**src/rtl/core/hbp_pkg.sv**
```systemverilog
// ----------------------------------------------------------------------------
// hbp_pkg
// Shared constants and types of the Huffman bit packer: field widths, table
// geometry, operation codes, status codes and the lookup record.
// ----------------------------------------------------------------------------
package hbp_pkg;

    localparam int CODE_W       = 32;
    localparam int MAX_CODE_LEN = 32;
    localparam int CODE_LIMIT   = (MAX_CODE_LEN < CODE_W) ? MAX_CODE_LEN : CODE_W;
    localparam int LEN_W        = 6;
    localparam int NUM_ENTRIES  = 257;
    localparam int END_ENTRY    = 256;
    localparam int ADDR_W       = $clog2(NUM_ENTRIES);
    localparam int ENTRY_W      = CODE_W + LEN_W;
    localparam int BYTE_W       = 8;
    localparam int BUF_W        = CODE_W + BYTE_W;
    localparam int CNT_W        = $clog2(BUF_W);
    localparam int FUNC_W       = 2;
    localparam int S_TDATA_W    = 48;

    localparam logic [FUNC_W-1:0] FUNC_LOAD   = 2'd0;
    localparam logic [FUNC_W-1:0] FUNC_ENCODE = 2'd1;
    localparam logic [FUNC_W-1:0] FUNC_END    = 2'd2;

    localparam logic STATUS_OK     = 1'b0;
    localparam logic STATUS_NOCODE = 1'b1;

    // Result of a table lookup, handed from the table stage to the packer
    typedef struct packed {
        logic              is_end;
        logic              hit;
        logic [LEN_W-1:0]  len;
        logic [CODE_W-1:0] code;
    } lookup_t;

endpackage

```
**src/rtl/core/hbp_packer.sv**
```systemverilog
// ----------------------------------------------------------------------------
// hbp_packer
// Bit accumulator and byte emitter. Pending bits sit left aligned in a wide
// buffer; a lookup merges its code behind them and full bytes leave from the
// top, one per cycle while the output is not stalled, through the output register.
// ----------------------------------------------------------------------------
module hbp_packer (
    input  logic                         aclk,
    input  logic                         aresetn,
    input  logic                         lk_valid,
    input  hbp_pkg::lookup_t             lk,
    output logic                         lk_ready,
    output logic                         out_valid,
    input  logic                         out_ready,
    output logic [hbp_pkg::BYTE_W-1:0]   out_byte,
    output logic                         out_last,
    output logic                         out_status
);
    import hbp_pkg::*;

    logic [BUF_W-1:0]  buf_reg, buf_next;
    logic [CNT_W-1:0]  cnt_reg, cnt_next;
    logic              flush_reg, flush_next;
    logic              out_valid_reg, out_valid_next;
    logic [BYTE_W-1:0] out_byte_reg, out_byte_next;
    logic              out_last_reg, out_last_next;
    logic              out_status_reg, out_status_next;

    logic              out_free;
    logic              cnt_ge8;
    logic              pending;
    logic              take;
    logic              merge;
    logic              err;
    logic              emit;
    logic [CNT_W-1:0]  total;
    logic [CNT_W-1:0]  shamt;
    logic [BUF_W-1:0]  code_placed;
    logic [CNT_W-1:0]  cnt_after;

    assign out_free = !out_valid_reg || out_ready;
    assign cnt_ge8  = cnt_reg >= CNT_W'(BYTE_W);
    assign pending  = cnt_ge8 || (flush_reg && (cnt_reg != '0));
    // A hit only merges; an error result needs the output register
    assign lk_ready = !pending && (lk.hit || out_free);
    assign take     = lk_valid && lk_ready;
    assign merge    = take && lk.hit;
    assign err      = take && !lk.hit;
    assign emit     = pending && out_free;

    assign total       = cnt_reg + CNT_W'(lk.len);
    assign shamt       = CNT_W'(BUF_W) - total;
    assign code_placed = BUF_W'(lk.code) << shamt;
    assign cnt_after   = cnt_reg - CNT_W'(BYTE_W);

    always_comb begin
        buf_next        = buf_reg;
        cnt_next        = cnt_reg;
        flush_next      = flush_reg;
        out_valid_next  = out_valid_reg && !out_ready;
        out_byte_next   = out_byte_reg;
        out_last_next   = out_last_reg;
        out_status_next = out_status_reg;
        if (emit) begin
            buf_next        = buf_reg << BYTE_W;
            out_valid_next  = 1'b1;
            out_byte_next   = buf_reg[BUF_W-1 -: BYTE_W];
            out_status_next = STATUS_OK;
            if (cnt_ge8) begin
                cnt_next      = cnt_after;
                flush_next    = flush_reg && (cnt_after != '0);
                out_last_next = !((cnt_after >= CNT_W'(BYTE_W)) ||
                                  (flush_reg && (cnt_after != '0)));
            end else begin
                // padded tail byte: zeros already sit below the pending bits
                cnt_next      = '0;
                flush_next    = 1'b0;
                out_last_next = 1'b1;
            end
        end else if (merge) begin
            buf_next   = buf_reg | code_placed;
            cnt_next   = total;
            flush_next = lk.is_end && (total != '0);
        end else if (err) begin
            out_valid_next  = 1'b1;
            out_byte_next   = '0;
            out_last_next   = 1'b1;
            out_status_next = STATUS_NOCODE;
        end
    end

    always_ff @(posedge aclk) begin
        out_byte_reg   <= out_byte_next;
        out_last_reg   <= out_last_next;
        out_status_reg <= out_status_next;
    end

    always_ff @(posedge aclk) begin
        if (!aresetn) begin
            buf_reg       <= '0;
            cnt_reg       <= '0;
            flush_reg     <= 1'b0;
            out_valid_reg <= 1'b0;
        end else begin
            buf_reg       <= buf_next;
            cnt_reg       <= cnt_next;
            flush_reg     <= flush_next;
            out_valid_reg <= out_valid_next;
        end
    end

    assign out_valid  = out_valid_reg;
    assign out_byte   = out_byte_reg;
    assign out_last   = out_last_reg;
    assign out_status = out_status_reg;

endmodule

```
**config.mk**
```make
export PLATFORM = sky130hd
export DESIGN_NAME = hbp_packer
export DESIGN_NICKNAME = d
export VERILOG_FILES = /design/src/rtl/core/hbp_pkg.sv /design/src/rtl/core/hbp_packer.sv
export SDC_FILE = /design/constraint.sdc
export NUM_CORES = 1
export LEC_CHECK = 0
export BUFFER_PORTS_ARGS = -buffer_cell sky130_fd_sc_hd__buf_2
export CORE_MARGIN = 1.5
export CORE_UTILIZATION = 50
export CTS_BUF_LIST = sky130_fd_sc_hd__clkbuf_4 sky130_fd_sc_hd__clkbuf_8
export DETAILED_ROUTE_END_ITERATION = 8
export GPL_ROUTABILITY_DRIVEN = 1
export HOLD_SLACK_MARGIN = 0.08
export MAX_ROUTING_LAYER = met4
export PLACE_DENSITY = 0.73
export SYNTH_ARGS = -nofsm -noshare
export SYNTH_HDL_FRONTEND = slang
export SYNTH_SLANG_ARGS = --single-unit
```
**constraint.sdc**
```tcl
create_clock -name aclk -period 4.4 [get_ports aclk]
set_input_delay 1.1 -clock aclk [delete_from_list [all_inputs] [get_ports aclk]]
set_output_delay 1.1 -clock aclk [all_outputs]
set_load 0.02 [all_outputs]
```
==> flow_metrics.py <==
metrics = {
    "sta": {
        "tightest_slew_ps": 893,
        "post-route-period-util_pct": 92.3,
        "hold_viol_final": 0,
        "slew_violations": 0,
        "max-slew-margin-rel_pct": 40.4,
        "tns_ps": 0,
        "period_minus_slack_ps": 4060,
        "rsz0062_at_grt": "no",
        "fmax_ghz": 0.246,
        "skew_ps": 6.92,
        "finalSetupViolCount": 0,
    },
    "finish": {
        "layout.nets": 648,
        "drive_above_1_share_pct": 21.2,
        "multiInputGateArea_um2": 3190,
        "largest_reg_flops": 40,
        "seqCellArea_um2": 1250,
        "n_antenna_cell": 0,
        "syn2layout_area_growth_pct": 13.7,
        "fill_cells": 843,
    },
    "synthesis": {
        "synth_top_cell_area_share_pct": 21.3,
        "synthesis.nets": 596,
        "netlist-cell-type-count": 55,
        "ys_seq_area_share_pct": 27.2,
        "synth-async-reset-ratio_pct": 0,
        "synth-edff-count": 9,
        "ys_warn_count": 0,
        "netlist_instances": 543,
        "synth.most_common_cell": "mux2i_1",
        "synth_area_leader_cell": "dfxtp_1",
        "netlist_top_cells_count": "mux2i_1, nand2_1, dfxtp_1",
        "ys_seq_elements": 58,
        "syn-cell-area_um2": 4610,
        "synth_area_leaders": "dfxtp_1, mux2i_1, edfxtp_1",
        "ys.flop_type": "dfxtp_1",
        "avgSynthCellArea_um2": 8.48,
    },
    "grt": {
        "grt_pass1_wl_um": 19800,
        "grt_pass1_vias": 4204,
        "grt_overflow": 0,
        "grt_start_max_net_pins": 43,
        "antenna_found_initial": 0,
        "grtUsageTotal_pct": 26.2,
    },
    "clock_network": {
        "cts_resized": 0,
        "cts_tree": "yes",
        "cts_root_buf": "clkbuf_8",
        "clock_path_buffers": 2,
        "path_clk_slew_ps": 70,
        "clock-sinks": 58,
        "post_cts_buffers": 0,
        "postCtsHoldBufs": 0,
        "clk_latency_ps": 330,
        "cts_max_level": 3,
        "cts_buffers": 9,
    },
    "route": {
        "via_per_inst": 6.05,
        "wl_per_cell_um": 17.3,
        "final_antenna_net_count": 0,
        "dr.pass1.iters": 7,
        "vias": 4286,
        "drt_iter0_drc": 214,
        "remaining_drc_errors": 4,
        "wl_um": 12200,
    },
    "floorplan": {
        "io_pins": 56,
        "start_util_pct": 52.3,
        "design.die.area_um2": 9800,
        "core_area_um2": 8810,
        "rows": 34,
        "dieWidth_um": 99.0,
        "die_h_um": 99.0,
    },
    "setup_path": {
        "max_stage_delay_ps": 620,
        "cp_slowest_cell": "nor3_1",
        "r2r_cells": 9,
        "cp-start-kind": "input port",
        "critical_path.endpoint_type": "flop",
        "crit_chain": "buf_2 > ha_2 > fa_1 > xnor2_1 > nand3_2 > a32oi_2 > xor3_1 > nor3_1 > a22oi_1 > o21ai_0",
        "arrival_ps": 4310,
        "path_max_fanout": 7,
        "critPathKind": "input port to flop",
        "cp_data_required_time_ps": 4650,
    },
    "power": {
        "static-leakage-power_uw": 0.00229,
        "power_density_nw_per_um2": 817,
        "peakVddDrop_uv": 442,
        "finalPower_uw": 4280,
    },
    "placed_design": {
        "place_congestion": 0.932,
        "place_hpwl_um": 9410,
        "numPortBuffers": 55,
    },
    "worst_hold_path": {
        "whs_path_depth": 2,
        "hold_path.class": "flop to flop",
    },
    "status": {
        "failed_checks": "design-rule violations",
        "outcome": "complete, but fails checks",
    },
    "flow_run": {
        "drv_cap": 0,
    },
}
final cells by class:
class | instances | area share [%]
clock buffers | 10 | 2.63
clock inverters | 6 | 0.788
inverters | 8 | 0.573
multi-input cells | 443 | 60.9
flip-flops and latches | 58 | 23.9
well taps | 108 | 2.58
repair buffers | 75 | 8.60
per-stage QoR:
step                hold slack (ps)  instances  utilization (%)  cell area [um^2]  setup WS, ps
finish                          458        708             59.5              5240           340
detailed placement              443        692             57.4              5060          97.1
CTS                             459        708             59.5              5240           426
floorplan                       424        543                -              4610           486
global route                    485        708             59.5              5240           163
global placement                437        692             57.4              5060          81.8
per-layer routing:
metal | wire, um | vias to the layer above | global-route usage, %
li1 | - | 2097 | -
met2 | 6070 | 124 | 45.6
met1 | 5310 | 2038 | 31.0
met3 | 551 | 27 | 4.04
met4 | 324 | 0 | 8.57
met5 | 0 | - | -
kinds of logic (layout without fill, tap and decap cells):
group,count (synthesis),in the layout,synth area share (%)
simple gates,170,170,16.7
compound gates,146,146,20.1
mux,105,105,25.1
flops,58,58,27.2
buf+inv,42,99,4.18
xor+xnor,13,13,4.16
fa+ha+maj,9,9,2.61
layout by cell type (no fill, tap or decap), types with 5 or more instances in the layout:
cell type / instances
mux2i_1: 85
nand2_1: 66
buf_2: 55
dfxtp_1: 49
nor2_1: 48
a21oi_1: 47
o21ai_0: 29
buf_4: 18
o22ai_1: 17
nor3_1: 15
mux2_2: 13
and2_1: 12
clkbuf_8: 10
edfxtp_1: 9
inv_1: 7
nand3_1: 7
mux4_2: 7
a22oi_1: 7
ha_1: 7
nand2b_1: 6
a211oi_1: 6
a31oi_1: 6
nor2b_1: 5
a21o_1: 5
xnor2_1: 5
o211ai_1: 5
path summary, 6_finish.rpt:
| kind | start | end | slack [ps] |
|---|---|---|---|
| min reg2reg | buf_reg[0] | buf_reg[0] | 460 |
| max reg2reg | cnt_reg[0] | buf_reg[24] | 850 |
| min | buf_reg[0] | buf_reg[0] | 460 |
| max | lk[32] | buf_reg[24] | 340 |
power breakdown:
part           internal, uW  leakage, uW  switching [uW]
clock network           219    0.0000847             221
logic                  1250      0.00171            1850
registers               674     0.000490            66.6
worst max-delay path: cells and delay by family:
kind                     cells  cell delay, ps
XOR/XNOR                     2             970
AND/OR/NAND/NOR              2             860
AO/OA/AOI/OAI                3             670
adder cells (fa/ha/maj)      2             620
buffers and inverters        1             100
(Power assumes the default switching activity.)
